==> src/rtl/swtq_pkg.sv <==
package swtq_pkg;

    localparam int SLOTS_DEF    = 16;
    localparam int MAX_RESULTS  = 16;
    localparam int WAKE_W       = 32;
    localparam int SECS_W       = 12;
    localparam int PSLOT_W      = 4;

    localparam int IN_TDATA_W   = 48;
    localparam int OUT_TDATA_W  = 8;

    localparam logic [19:0] USEC_PER_SEC = 20'd1000000;

    localparam logic KIND_SLEEP = 1'b0;
    localparam logic KIND_TICK  = 1'b1;

    localparam logic ACT_SLEEP  = 1'b0;
    localparam logic ACT_TICK   = 1'b1;

    localparam logic [1:0] STATUS_QUEUED  = 2'd0;
    localparam logic [1:0] STATUS_BAD_DUR = 2'd1;
    localparam logic [1:0] STATUS_DUP     = 2'd2;

endpackage

==> src/rtl/swtq_ram.sv <==
module swtq_ram #(
    parameter int WIDTH = 32,
    parameter int DEPTH = 16
) (
    input  logic                     clk,
    input  logic                     we,
    input  logic [$clog2(DEPTH)-1:0] waddr,
    input  logic [WIDTH-1:0]         wdata,
    input  logic [$clog2(DEPTH)-1:0] raddr,
    output logic [WIDTH-1:0]         rdata
);

    logic [WIDTH-1:0] mem [DEPTH];

    always_ff @(posedge clk)
    begin
        if (we)
        begin
            mem[waddr] <= wdata;
        end
        rdata <= mem[raddr];
    end

endmodule

==> src/rtl/sleep_wake_timer_queue_unit.sv <==
// Sleep queue of process slots kept in wake-time order as a linked list held in two small
// RAMs (wake time and next link per slot). A sleep beat (tuser 0) asks that a slot sleep
// for a number of seconds from now; it gets one status beat back: queued, bad duration
// (zero or negative) or slot already queued. The wake time is now + seconds * 1e6 us,
// saturating at 32'hffffffff, and equal wake times keep arrival order. A tick beat
// (tuser 1) carries the current time and gets one beat per woken slot in wake order,
// tlast on the final one, or a single beat with woke_valid low when nothing is due; at
// most 16 slots wake per tick. One item is handled at a time: no new beat is taken until
// the closing result beat of the item before has gone out. The insert walk visits at most
// SLOTS queued entries. Both walks go through the single read port of the list RAMs and
// one shared wake-time comparator, each entry in two steps (read, then compare), and each
// woken slot also takes its own output beat, which the receiver can stall.
module sleep_wake_timer_queue_unit #(
    parameter int SLOTS = swtq_pkg::SLOTS_DEF
) (
    input  logic                                clk,
    input  logic                                rst_n,
    input  logic                                s_axis_tvalid,
    output logic                                s_axis_tready,
    // proc_slot[3:0], seconds[15:4], now[47:16]
    input  logic [swtq_pkg::IN_TDATA_W-1:0]     s_axis_tdata,
    // action
    input  logic                                s_axis_tuser,
    output logic                                m_axis_tvalid,
    input  logic                                m_axis_tready,
    // status[1:0], woke_valid[2], woken_slot[6:3], zero[7]
    output logic [swtq_pkg::OUT_TDATA_W-1:0]    m_axis_tdata,
    // kind
    output logic                                m_axis_tuser,
    output logic                                m_axis_tlast
);

    import swtq_pkg::*;

    localparam int SLOT_W = $clog2(SLOTS);
    localparam int LINK_W = $clog2(SLOTS + 1);
    localparam int CNT_W  = $clog2(MAX_RESULTS + 1);
    localparam logic [LINK_W-1:0] NULL_LINK = LINK_W'(SLOTS);

    localparam logic [3:0] ST_IDLE     = 4'd0;
    localparam logic [3:0] ST_CHECK    = 4'd1;
    localparam logic [3:0] ST_MUL      = 4'd2;
    localparam logic [3:0] ST_SUM      = 4'd3;
    localparam logic [3:0] ST_WALK_RD  = 4'd4;
    localparam logic [3:0] ST_WALK_CMP = 4'd5;
    localparam logic [3:0] ST_INS_SELF = 4'd6;
    localparam logic [3:0] ST_INS_PREV = 4'd7;
    localparam logic [3:0] ST_POP_RD   = 4'd8;
    localparam logic [3:0] ST_POP_CMP  = 4'd9;
    localparam logic [3:0] ST_EMIT_MID = 4'd10;
    localparam logic [3:0] ST_EMIT_END = 4'd11;

    // proc_slot modulo SLOTS as a running count over the sixteen codes
    function automatic logic [SLOT_W-1:0] slot_of(input logic [PSLOT_W-1:0] v);
        logic [LINK_W-1:0] r;
        logic [SLOT_W-1:0] res;
        r   = '0;
        res = '0;
        for (int k = 0; k < 16; k++)
        begin
            if (PSLOT_W'(k) == v)
            begin
                res = r[SLOT_W-1:0];
            end
            if (r == LINK_W'(SLOTS - 1))
            begin
                r = '0;
            end
            else
            begin
                r = r + 1'b1;
            end
        end
        return res;
    endfunction

    function automatic logic [LINK_W-1:0] clamp_link(input logic [LINK_W-1:0] l);
        return (l < NULL_LINK) ? l : NULL_LINK;
    endfunction

    logic [3:0]           state_reg, state_next;
    logic                 act_reg, act_next;
    logic [SLOT_W-1:0]    slot_reg, slot_next;
    logic signed [SECS_W-1:0] secs_reg, secs_next;
    logic [WAKE_W-1:0]    key_reg, key_next;
    logic [30:0]          prod_reg, prod_next;
    logic [LINK_W-1:0]    head_reg, head_next;
    logic [LINK_W-1:0]    cur_reg, cur_next;
    logic [LINK_W-1:0]    prev_reg, prev_next;
    logic [LINK_W-1:0]    steps_reg, steps_next;
    logic [CNT_W-1:0]     cnt_reg, cnt_next;
    logic                 pend_reg, pend_next;
    logic [SLOT_W-1:0]    pend_slot_reg, pend_slot_next;
    logic [SLOTS-1:0]     queued_reg, queued_next;

    logic                 out_kind_reg, out_kind_next;
    logic [1:0]           out_status_reg, out_status_next;
    logic                 out_woke_reg, out_woke_next;
    logic [PSLOT_W-1:0]   out_slot_reg, out_slot_next;
    logic                 out_last_reg, out_last_next;

    logic                 wake_we;
    logic                 link_we;
    logic [SLOT_W-1:0]    link_waddr;
    logic [LINK_W-1:0]    link_wdata;
    logic [SLOT_W-1:0]    raddr;
    logic [WAKE_W-1:0]    wake_rdata;
    logic [LINK_W-1:0]    link_rdata;
    logic                 cmp_le;
    logic [WAKE_W:0]      sum;
    logic                 in_beat;
    logic                 fin;

    assign in_beat = s_axis_tvalid && s_axis_tready;

    // the one wake-time comparator shared by insert walk and tick pops
    assign cmp_le = (wake_rdata <= key_reg);
    assign sum    = {1'b0, key_reg} + {2'b0, prod_reg};

    assign raddr = (state_reg == ST_WALK_RD) ? cur_reg[SLOT_W-1:0] : head_reg[SLOT_W-1:0];

    assign wake_we    = (state_reg == ST_INS_SELF);
    assign link_we    = (state_reg == ST_INS_SELF) || (state_reg == ST_INS_PREV);
    assign link_waddr = (state_reg == ST_INS_SELF) ? slot_reg : prev_reg[SLOT_W-1:0];
    assign link_wdata = (state_reg == ST_INS_SELF) ? cur_reg : LINK_W'(slot_reg);

    swtq_ram #(
        .WIDTH (WAKE_W),
        .DEPTH (SLOTS)
    ) u_wake_ram (
        .clk   (clk),
        .we    (wake_we),
        .waddr (slot_reg),
        .wdata (key_reg),
        .raddr (raddr),
        .rdata (wake_rdata)
    );

    swtq_ram #(
        .WIDTH (LINK_W),
        .DEPTH (SLOTS)
    ) u_link_ram (
        .clk   (clk),
        .we    (link_we),
        .waddr (link_waddr),
        .wdata (link_wdata),
        .raddr (raddr),
        .rdata (link_rdata)
    );

    always_comb
    begin
        state_next      = state_reg;
        act_next        = act_reg;
        slot_next       = slot_reg;
        secs_next       = secs_reg;
        key_next        = key_reg;
        prod_next       = prod_reg;
        head_next       = head_reg;
        cur_next        = cur_reg;
        prev_next       = prev_reg;
        steps_next      = steps_reg;
        cnt_next        = cnt_reg;
        pend_next       = pend_reg;
        pend_slot_next  = pend_slot_reg;
        queued_next     = queued_reg;
        out_kind_next   = out_kind_reg;
        out_status_next = out_status_reg;
        out_woke_next   = out_woke_reg;
        out_slot_next   = out_slot_reg;
        out_last_next   = out_last_reg;
        fin             = 1'b0;

        unique case (state_reg)
            ST_IDLE:
            begin
                if (in_beat)
                begin
                    act_next   = s_axis_tuser;
                    slot_next  = slot_of(s_axis_tdata[3:0]);
                    secs_next  = s_axis_tdata[15:4];
                    key_next   = s_axis_tdata[47:16];
                    state_next = ST_CHECK;
                end
            end
            ST_CHECK:
            begin
                if (act_reg == ACT_TICK)
                begin
                    cnt_next   = '0;
                    pend_next  = 1'b0;
                    state_next = ST_POP_RD;
                end
                else
                begin
                    out_kind_next = KIND_SLEEP;
                    out_woke_next = 1'b0;
                    out_slot_next = '0;
                    out_last_next = 1'b1;
                    if (secs_reg <= 12'sd0)
                    begin
                        out_status_next = STATUS_BAD_DUR;
                        state_next      = ST_EMIT_END;
                    end
                    else if (queued_reg[slot_reg])
                    begin
                        out_status_next = STATUS_DUP;
                        state_next      = ST_EMIT_END;
                    end
                    else
                    begin
                        out_status_next = STATUS_QUEUED;
                        state_next      = ST_MUL;
                    end
                end
            end
            ST_MUL:
            begin
                prod_next  = 31'(secs_reg[SECS_W-2:0]) * 31'(USEC_PER_SEC);
                state_next = ST_SUM;
            end
            ST_SUM:
            begin
                key_next   = sum[WAKE_W] ? '1 : sum[WAKE_W-1:0];
                prev_next  = NULL_LINK;
                cur_next   = head_reg;
                steps_next = '0;
                state_next = ST_WALK_RD;
            end
            ST_WALK_RD:
            begin
                if ((cur_reg < NULL_LINK) && (steps_reg < NULL_LINK))
                begin
                    state_next = ST_WALK_CMP;
                end
                else
                begin
                    cur_next   = clamp_link(cur_reg);
                    state_next = ST_INS_SELF;
                end
            end
            ST_WALK_CMP:
            begin
                if (cmp_le)
                begin
                    prev_next  = cur_reg;
                    cur_next   = clamp_link(link_rdata);
                    steps_next = steps_reg + 1'b1;
                    state_next = ST_WALK_RD;
                end
                else
                begin
                    state_next = ST_INS_SELF;
                end
            end
            ST_INS_SELF:
            begin
                queued_next[slot_reg] = 1'b1;
                if (prev_reg < NULL_LINK)
                begin
                    state_next = ST_INS_PREV;
                end
                else
                begin
                    head_next  = LINK_W'(slot_reg);
                    state_next = ST_EMIT_END;
                end
            end
            ST_INS_PREV:
            begin
                state_next = ST_EMIT_END;
            end
            ST_POP_RD:
            begin
                if ((cnt_reg < CNT_W'(MAX_RESULTS)) && (head_reg < NULL_LINK))
                begin
                    state_next = ST_POP_CMP;
                end
                else
                begin
                    fin = 1'b1;
                end
            end
            ST_POP_CMP:
            begin
                if (cmp_le)
                begin
                    queued_next[head_reg[SLOT_W-1:0]] = 1'b0;
                    head_next      = clamp_link(link_rdata);
                    cnt_next       = cnt_reg + 1'b1;
                    pend_next      = 1'b1;
                    pend_slot_next = head_reg[SLOT_W-1:0];
                    // the held slot goes out now that another one is due
                    if (pend_reg)
                    begin
                        out_kind_next   = KIND_TICK;
                        out_status_next = STATUS_QUEUED;
                        out_woke_next   = 1'b1;
                        out_slot_next   = PSLOT_W'(pend_slot_reg);
                        out_last_next   = 1'b0;
                        state_next      = ST_EMIT_MID;
                    end
                    else
                    begin
                        state_next = ST_POP_RD;
                    end
                end
                else
                begin
                    fin = 1'b1;
                end
            end
            ST_EMIT_MID:
            begin
                if (m_axis_tready)
                begin
                    state_next = ST_POP_RD;
                end
            end
            ST_EMIT_END:
            begin
                if (m_axis_tready)
                begin
                    state_next = ST_IDLE;
                end
            end
            default:
            begin
                state_next = ST_IDLE;
            end
        endcase

        // closing beat of a tick
        if (fin)
        begin
            out_kind_next   = KIND_TICK;
            out_status_next = STATUS_QUEUED;
            out_woke_next   = pend_reg;
            out_slot_next   = pend_reg ? PSLOT_W'(pend_slot_reg) : '0;
            out_last_next   = 1'b1;
            state_next      = ST_EMIT_END;
        end
    end

    always_ff @(posedge clk or negedge rst_n)
    begin
        if (!rst_n)
        begin
            state_reg  <= ST_IDLE;
            head_reg   <= NULL_LINK;
            queued_reg <= '0;
            pend_reg   <= 1'b0;
            cnt_reg    <= '0;
        end
        else
        begin
            state_reg  <= state_next;
            head_reg   <= head_next;
            queued_reg <= queued_next;
            pend_reg   <= pend_next;
            cnt_reg    <= cnt_next;
        end
    end

    always_ff @(posedge clk)
    begin
        act_reg        <= act_next;
        slot_reg       <= slot_next;
        secs_reg       <= secs_next;
        key_reg        <= key_next;
        prod_reg       <= prod_next;
        cur_reg        <= cur_next;
        prev_reg       <= prev_next;
        steps_reg      <= steps_next;
        pend_slot_reg  <= pend_slot_next;
        out_kind_reg   <= out_kind_next;
        out_status_reg <= out_status_next;
        out_woke_reg   <= out_woke_next;
        out_slot_reg   <= out_slot_next;
        out_last_reg   <= out_last_next;
    end

    assign s_axis_tready = (state_reg == ST_IDLE);
    assign m_axis_tvalid = (state_reg == ST_EMIT_MID) || (state_reg == ST_EMIT_END);
    assign m_axis_tdata  = {1'b0, out_slot_reg, out_woke_reg, out_status_reg};
    assign m_axis_tuser  = out_kind_reg;
    assign m_axis_tlast  = out_last_reg;

endmodule

==> config.mk <==
export PLATFORM = sky130hd
export DESIGN_NAME = sleep_wake_timer_queue_unit
export DESIGN_NICKNAME = d
export VERILOG_FILES = /design/src/rtl/swtq_pkg.sv /design/src/rtl/swtq_ram.sv /design/src/rtl/sleep_wake_timer_queue_unit.sv
export SDC_FILE = /design/constraint.sdc
export NUM_CORES = 1
export LEC_CHECK = 0
export BUFFER_PORTS_ARGS = -buffer_cell sky130_fd_sc_hd__buf_2
export CAP_MARGIN = 5
export CORE_MARGIN = 2
export CORE_UTILIZATION = 50
export CTS_CLUSTER_DIAMETER = 100
export CTS_CLUSTER_SIZE = 12
export DETAILED_ROUTE_END_ITERATION = 10
export GPL_ROUTABILITY_DRIVEN = 0
export PLACE_DENSITY = 0.68
export SETUP_SLACK_MARGIN = 0.2
export SLEW_MARGIN = 20
export SYNTH_ARGS = -nofsm -noshare
export SYNTH_HDL_FRONTEND = slang
export SYNTH_SLANG_ARGS = --single-unit
==> constraint.sdc <==
create_clock -name clk -period 9.6 [get_ports clk]
set_input_delay 1.44 -clock clk [delete_from_list [all_inputs] [get_ports clk]]
set_output_delay 1.44 -clock clk [all_outputs]
set_load 0.02 [all_outputs]
-- Word-level counts from Yosys, hierarchy flattened
Memory sizes are Yosys's and may differ from the RTL's. A register that Yosys moved wholly into a read port is not among the register bits.
Index checks and enable logic that the tools add are counted.
- register bits after elaboration: 133
- bits in latches: 0
- RAM bits: 592
- bits in read-only memories: 0
- input port bits: 53
- output and inout bits: 12
- word-level logic and storage cells: 265
- memories kept: 2
- add/subtract/negate cells: 17
- $mul: 1
- div/mod/pow operators: 0
- magnitude comparators: 12
- eq/ne operators: 56
- shifts and indexed selects: 0
- muxes and demuxes: 130
- bitwise logic cells: 3
- reduce and logical (&&, ||, !) cells: 25
- memories (memory ; depth ; bits a word ; read ports ; clocked after Yosys merged registers in ; write ports ; line ; text):
    u_wake_ram.mem ; 16 ; 32 ; 1 ; 1 ; 1 ; swtq_ram.sv:13 ; logic [WIDTH-1:0] mem [DEPTH];
    u_link_ram.mem ; 16 ; 5 ; 1 ; 1 ; 1 ; swtq_ram.sv:13 ;
- operators with widths (kind ; number):
    $mux 5 ; 51
    $mux 4 ; 33
    $add 5x1->5 const B ; 15
    $eq 5x4->1 const B ; 14
    $mux 32 ; 2
    $pmux 32 s2 ; 1
    $pmux 4 s12 ; 1
    $pmux 5 s2 ; 4
    $add 32x31->33 ; 1
    $eq 4x4->1 const A ; 8
    $le 32x32->1 ; 1
    $pmux 16 s2 ; 1
    $lt 5x5->1 const B ; 6
    $mul 11x14->25 const B ; 1
    $mux 1 ; 18
    $ne 3x3->1 const B ; 6
    $and 16x16->16 ; 1
    $eq 3x4->1 const A ; 4
    $eq 4x3->1 const B ; 4
    $eq 4x4->1 const B ; 4
    $mux 16 ; 1
    $mux 2 ; 8
    $ne 2x2->1 const B ; 8
    $not 16->16 ; 1
    other kinds (26) ; 50

-- Logic depth before layout (Yosys ltp)
Gate-level depths: netlist of the first run.
- depth after elaboration: 59
- depth in mapped cells: 17
- mapped depth without buffers: 17

-- By module
Synthesis of the first run repeated with hierarchy kept, for this count alone.
- cell total of the unflattened synthesis: 1984
- area total of the unflattened synthesis: 33161.8 µm²
- modules (own cells, without submodules) (module ; instances ; cells each ; area each (µm²) ; sequential area each (µm²)):
    swtq_ram (u_wake_ram) ; 1 ; 838 ; 19835.3 ; 16015.4
    sleep_wake_timer_queue_unit ; 1 ; 991 ; 10113.4 ; 3799.9
    swtq_ram (u_link_ram) ; 1 ; 155 ; 3213.1 ; 2502.4

-- Worst setup path after synthesis of the first run
No wires, ideal clock.
- path kind: reg2reg
- start: register secs_reg[2]
- end: register prod_reg[30] (data pin)
- setup time: 0.266 ns
- data arrival time: 4.368 ns
- required time: 9.334 ns
- setup slack: 4.966 ns
- stages on the path, launching flop included: 16
- cells stage by stage: edfxtp_1 -> fa_1 -> ha_1 -> fa_1 -> fa_1 -> inv_1 -> fa_1 -> inv_1 -> ha_1 -> nand3_1 -> o2111ai_1 -> a21oi_1 -> o21ai_0 -> a41o_1 -> o41ai_1 -> xnor2_1
- longest elaborated chain between the ends: 1
- RTL lines (item ; line ; text):
    start, declared ; sleep_wake_timer_queue_unit.sv:84 ; logic signed [SECS_W-1:0] secs_reg, secs_next;
    start signal, assigned ; sleep_wake_timer_queue_unit.sv:369 ; secs_reg <= secs_next;
    $mul 11x14->25 ; sleep_wake_timer_queue_unit.sv:219 ; prod_next = 31'(secs_reg[SECS_W-2:0]) * 31'(USEC_PER_SEC);
    end signal, assigned ; sleep_wake_timer_queue_unit.sv:371 ; prod_reg <= prod_next;
    end, declared ; sleep_wake_timer_queue_unit.sv:86 ; logic [30:0] prod_reg, prod_next;
Every way passes these cells.
A chain may end at the register's enable or synchronous reset.

-- Final worst setup path of the first run
- start: register secs_reg[3]
- end: register prod_reg[30] (data pin)
The elaborated chain is that of the path after synthesis.

==> results.cfg, run 1 <==
[status]
outcome = complete, no violations

[timing]
timing.setup.tns_ps = 0
hold_violations = 0
unrepaired_setup_endpoints_after_global_routing = no
slew_violations = 0
period_needed_ps = 5060
clock_skew_after_layout_ps = 29.7
setup_violations = 0
min_period_over_period_pct = 52.7
maxSlewHeadroom_pct = 25.4
max_freq_mhz = 198
tightestPinTransition_ps = 1120

[die]
die_height_um = 263
number_of_top_level_pins = 65
die_area_mm2 = 0.0691
start_util_pct = 50.7
core_area_mm2 = 0.0661
num_rows = 94
die_width_um = 263

[layout]
layout-drive-gt1-share_pct = 17.3
fraction_of_the_core_area_covered_by_cells_at_the_end_of_the_flow_pct = 56.2
top_register = u_wake_ram.mem
largest_register_ff_count = 512
num-nets-final = 2379
fill_cells = 5087
insertedDiodeCount = 0
biggestRegsByFlops = u_wake_ram.mem (512), u_link_ram.mem (80)
area_growth_syn_to_layout_pct = 10.7

[clock_tree]
htreeDepth = 3
postCtsSetupRepairBufs = 0
cts_made_buffers = 73
cts_root_buf = clkbuf_16
clkLatencyLatePin_ps = 640
quantity_of_gates_resized_following_cts = 0
tritoncts_clock_tree = done
clkTransAtPathRegs_ps = 70
hold_buffers_post_cts = 0
cts.sink_count = 762
cts_max_path_buffers = 3

[worst_setup_path]
timing.critical_path.cells = fa_1, ha_1, fa_1, fa_1, inv_1, fa_1, inv_1, ha_1, nand3_1, o2111ai_1, a21oi_1, o21ai_0, a41o_1, o41ai_1, xnor2_1
critical-path-max-stage-delay_ps = 560
critical-path-top-delay-family = adder cells
timing.critical_path.buf_inv = 2
worst-endpoint-arrival_ps = 5420
worst_path_max_delay_cell = fa_1
worstPathMaxFanout = 6
worst_setup_path_end_kind = register
category_of_the_worst_setup_path_launch_point = register
critPathRequiredTime_ps = 9960
critical_path.most_common_cell = fa_1
timing.setup.critical_path_class = register to register

[placed_design]
dp.final_hpwl_um = 44500
portBuffers = 63

[global_route]
grt_start_max_net_pins = 145
first_pass_grt_wire_length_um = 116000
grt_antenna_before_repair = 1
grt_pass1_vias = 19100
grt_use_total_pct = 22.3
grt.overflow.total = 0

[pwr]
p_leak_nw = 13.0
pwr_density_cell_mw_per_mm2 = 328
vdd_drop_max_uv = 253

[detailed_routing]
drt_first_iter_violations = 1689
vias_per_cell = 6.04
route.detailed.drc = 0
num_vias = 18600
drt_wl_total_um = 76400
final_antenna_net_count = 0
post_drt_wl_per_cell_um = 24.8
drt_pass1_iterations = 5

[logic_synthesis]
postSynth.asyncResetShare_pct = 4.07
synth_sequential_area_ratio_pct = 66.6
synth-edff-count = 690
syn_area_mm2 = 0.0335
synth_flop_cell = edfxtp_1
synthesis.instances = 2073
ys_ff_latch = 762
synthesized_area_divided_by_synthesized_cell_count_um2 = 16.2
synth_cell_types = 70
synth_fp_nets = 2297
yosysWarningCount = 0

[worst_hold_path]
hold_class = register to register

[run]
max_cap_viol_count = 0
-- stage by stage --
stage	hold WS (ps)	worst slack (ps)	area, um2	std cells	power (mW)
floorplan	423	4970	33500	2073	8.26
global placement	437	4710	35000	2944	9.42
detailed placement	442	4610	35000	2944	9.53
CTS	456	4540	37100	3077	12.2
global route	482	4290	37100	3077	12.9
finish	450	4540	37100	3077	12.2
-- area by class of cell --
cell class,count,area [um2],share of cell area (%)
clock buffer,125,2020,5.45
clock inverter,8,138,0.371
inverter,113,424,1.14
multi-input combinational,1112,10600,28.5
sequential,762,22300,60.1
tap,864,1080,2.91
timing repair buffer,93,553,1.49
-- per-layer routing --
layer | GRT usage (%) | up-vias | part of all wire (%)
met2 | 36.6 | 671 | 48
met4 | 6.25 | 2 | 2.1
met1 | 31.6 | 9629 | 43
met5 | 0 | - | 0.012
li1 | - | 8165 | -
met3 | 3.11 | 105 | 6.6
-- cell usage after synthesis, types with 8 or more instances --
library cell  count  area share (%)
nand3_1          20            0.30
o21bai_1          8            0.18
dfrtp_1          30             2.2
fa_1             31             1.9
xnor2_1          27            0.71
or3_1             8            0.15
a21oi_1          48            0.72
and2_1           53            0.99
nand2b_1         17            0.32
o22a_1            9            0.24
mux4_2          153              10
dfxtp_1          41             2.4
a211oi_1         41            0.92
a21oi_2          14            0.37
clkbuf_1         55            0.62
a21o_1           33            0.74
nor2_1          106             1.2
edfxtp_1        690              62
o31ai_1           8            0.18
a31oi_1          45            0.84
o21ai_0          54            0.81
nand2_1         158             1.8
nor3_1           18            0.27
ha_1            140             5.2
xor2_1           14            0.37
inv_1           112             1.3
nand4_1          11            0.21
buf_1             9            0.10
buf_2            17            0.25
nor2b_1          10            0.19
-- placed cells by master, fill, tap and decap left out, types with 5 or more instances in the layout --
cell type / count
o31ai_1: 8
inv_1: 112
xor2_1: 14
nand3_1: 20
o22a_1: 9
a211oi_1: 41
ha_1: 140
a21oi_1: 48
a31oi_1: 45
o21a_1: 5
nor2_1: 94
nor2b_1: 10
a21o_1: 33
xnor2_1: 27
clkbuf_16: 73
clkbuf_1: 52
nor3b_1: 5
a21oi_2: 14
or3_1: 8
dfrtp_1: 30
o211ai_1: 5
nor3_2: 5
o22ai_1: 5
o21bai_1: 8
nor2_4: 12
o21ai_0: 54
nor3_1: 13
mux4_2: 153
fa_1: 31
buf_4: 29
edfxtp_1: 690
nor4_1: 5
buf_2: 63
and2_1: 53
nand4_1: 11
nand2_1: 158
dfxtp_1: 41
nand2b_1: 17
-- cells by family (layout without fill, tap and decap cells) --
| family | count (synthesis) | after routing | share of synthesized area [%] |
|---|---|---|---|
| other | 1 | 1 | 0.0112 |
| adders and majority gates | 171 | 171 | 7.07 |
| buffers and inverters | 199 | 339 | 2.38 |
| AOI/OAI and AO/OA | 309 | 309 | 6.33 |
| DFF | 762 | 762 | 66.6 |
| muxes | 160 | 160 | 10.5 |
| and+or+nand+nor | 430 | 430 | 6.08 |
| xor gates and xnor gates | 41 | 41 | 1.07 |
-- power breakdown --
group / leakage [nW] / total, mW / internal, mW / switching, mW
registers: 6.96 / 4.73 / 4.29 / 0.449
logic: 5.02 / 4.76 / 2.08 / 2.68
clock network: 1.02 / 2.67 / 1.45 / 1.22
total: 13.0 / 12.2 / 7.81 / 4.35
-- final timing paths --
check                             startpoint             to  slack [ps]  cells after the start
worst max-delay path             secs_reg[3]   prod_reg[30]        4540                     15
worst min-delay path            m_axis_tuser   m_axis_tuser         450                      1
worst max register to register   secs_reg[3]   prod_reg[30]        4540                     15
worst min register to register  m_axis_tuser   m_axis_tuser         450                      1
max in group asynchronous              rst_n  queued_reg[5]        8270                      1
min in group asynchronous              rst_n    head_reg[3]         850                      1
Power figures use the tool's default switching activity.
==> run 2: changes to the inputs <==
--- a/config.mk
+++ b/config.mk
@@ -13,7 +13,7 @@
 export CTS_CLUSTER_SIZE = 12
 export DETAILED_ROUTE_END_ITERATION = 10
 export GPL_ROUTABILITY_DRIVEN = 0
-export PLACE_DENSITY = 0.68
+export PLACE_DENSITY = 0.7
 export SETUP_SLACK_MARGIN = 0.2
 export SLEW_MARGIN = 20
 export SYNTH_ARGS = -nofsm -noshare
==> constraint.sdc (replaced) <==
create_clock -name clk -period 4.4 [get_ports clk]
set_input_delay 0.66 -clock clk [delete_from_list [all_inputs] [get_ports clk]]
set_output_delay 0.66 -clock clk [all_outputs]
set_load 0.02 [all_outputs]
==> run 2 against run 1 <==
Maximum frequency increased by 15%; utilization increased by 2.0 points; via count increased by 2.7%; combinational power increased to 2.7 times the previous value; first-iteration DRC count increased by 19%; register-to-register slack got worse by 4600 ps; largest power group unchanged; global-route usage increased by 0.60 points; wire length increased by 3.3%; total power increased by 140%; design area increased by 3.6%; the run now ends with setup timing left; sequential power increased by 110%; hold slack got worse by 380 ps.
==> results.cfg, run 2 (synthesized netlist as in run 1, its figures left out) <==
[pwr]
pwr_density_cell_mw_per_mm2 = 752
power.clock.fraction_pct = 20.5
total_power_mw = 28.9
switching_power_mw = 10.3
vdd_drop_max_uv = 598
share_comb_of_total_power_pct = 44.8
p_leak_nw = 13.6
share_seq_of_total_power_pct = 34.7
cell_internal_pwr_mw = 18.6
swShare_pct = 35.6

[clock_tree]
clkLatencyLatePin_ps = 650
cts.sink_count = 762
htreeDepth = 3
cts_root_buf = clkbuf_16
tritoncts_clock_tree = done
cts_made_buffers = 73
cts_max_path_buffers = 3
clkTransAtPathRegs_ps = 70

[die]
num_rows = 94
number_of_top_level_pins = 65
core_area_mm2 = 0.0661
die_height_um = 263
die_area_mm2 = 0.0691
die_width_um = 263
start_util_pct = 50.7

[worst_setup_path]
crit_path_from = secs_reg[7]
worst_setup_path_end_kind = register
critical-path-max-stage-delay_ps = 550
timing.setup.critical_path_class = register to register
critical_path.most_common_cell = fa_1
ff2ff_path_depth = 15
worst-endpoint-arrival_ps = 4790
timing.critical_path.cells = buf_6, fa_1, ha_1, inv_2, fa_1, inv_1, fa_1, ha_4, ha_4, nand3_4, or3_4, a311oi_2, a21o_1, a21oi_2, xnor2_1
reg2reg_slack_ps = -10
worstPathMaxFanout = 3
reg2reg_to = prod_reg[29]
cp-endpoint = prod_reg[29]
worst_path_max_delay_cell = fa_1
rr_startpoint = secs_reg[7]
category_of_the_worst_setup_path_launch_point = register
critPathRequiredTime_ps = 4780

[timing]
period_needed_ps = 4410
unrepaired_setup_endpoints_after_global_routing = yes
hold_violations = 0
slew_violations = 0
final.setup.worst_slack_ps = -14.9
maxSlewHeadroom_pct = 33.9
timing.hold.ws_ps = 67.7
timing.setup.tns_ps = -14.9
max_freq_mhz = 227
clock_skew_after_layout_ps = 43.7
tightestPinTransition_ps = 971
setup_violations = 1
min_period_over_period_pct = 100

[layout]
fraction_of_the_core_area_covered_by_cells_at_the_end_of_the_flow_pct = 58.2
top_register = u_wake_ram.mem
area_growth_syn_to_layout_pct = 14.7
layout.cell_area.non_filler_mm2 = 0.0384
layout_common_cells = edfxtp_1, nand2_1, mux4_2, ha_1, buf_4
biggestRegsByFlops = u_wake_ram.mem (512), u_link_ram.mem (80)
seq_area_mm2 = 0.0223
fill_cells = 4949
layout-drive-gt1-share_pct = 22.8
num-nets-final = 2479
largest_register_ff_count = 512
layout_commonest_cell = edfxtp_1
multiInputGateArea_mm2 = 0.0109
layout.cells.non_filler = 3179

[global_route]
grt_use_total_pct = 22.9
grt.overflow.total = 0
first_pass_grt_wire_length_um = 119000
grt_antenna_before_repair = 1
grt_pass1_vias = 19700
grt_start_max_net_pins = 40

[status]
failed_checks = setup timing
outcome = finished with violations

[run]
max_cap_viol_count = 0

[detailed_routing]
drt_first_iter_violations = 2016
final_antenna_net_count = 0
vias_per_cell = 6.00
drt_pass1_iterations = 5
route.detailed.drc = 0
post_drt_wl_per_cell_um = 24.8
num_vias = 19100
drt_wl_total_um = 78900

[placed_design]
placed_area_mm2 = 0.0359
dp_slack_ps = -140
dp.final_hpwl_um = 48700
portBuffers = 63
dpl.cell_count = 3031

[worst_hold_path]
hold_class = primary input to asynchronous set/reset pin
run 2: cell count changes in the layout (fill, tap and decap cells not counted), sizes merged:
cell      change
clkbuf        +3
clkinv        -1
diode         +1
buf         +100
clkinvlp      -1
run 2: what timing repair did:
item                                    in CTS  in global routing
hold endpoints to repair                     0                  0
hold buffers                                 0                  0
endpoints found under the setup margin       7                  6
pin swaps                                   16                  3
resized for setup                           36                  5
buffers inserted                             8                  4
run 2: layout make-up:
type | count | area share [%]
Inverter | 113 | 1.12
Clock buffer | 128 | 5.43
Multi-Input combinational cell | 1112 | 28.4
Timing Repair Buffer | 193 | 3.86
Antenna cell | 1 | 0.00651
Tap cell | 864 | 2.81
Clock inverter | 6 | 0.325
Sequential cell | 762 | 58.0
run 2: critical path, delay by kind of cell, from the launching register on:
kind                     cells  cell delay [ps]
AO/OA/AOI/OAI                3              490
XOR/XNOR                     1              130
adder cells (fa/ha/maj)      6             2430
buffers and inverters        3              230
flip-flops                   1              430
AND/OR/NAND/NOR              2              460
run 2: worst min-delay path by stage:
stage                     slack, ps            to  cells after the start
after CTS                        70   head_reg[2]                      1
final                            70   head_reg[2]                      1
after floorplan                 360    cnt_reg[0]                      0
after global routing            120   head_reg[2]                      1
after global placement          430  m_axis_tuser                      1
after detailed placement        450  m_axis_tlast                      2
run 2: power groups by stage:
stage               registers (mW)  logic (mW)  clock network [mW]
floorplan                     9.95        8.46                   0
global placement              10.1        11.6                   0
detailed placement            10.2        11.9                   0
CTS                           10.0        12.6                6.05
global route                  10.1        14.1                6.31
finish                        10.0        12.9                5.93
run 2: metal layers:
metal / part of all wire [%] / global-route usage [%]
met1: 41 / 31.4
met3: 7.9 / 4.04
met4: 2.3 / 7.21
met2: 49 / 37.7
met5: 0 / 0
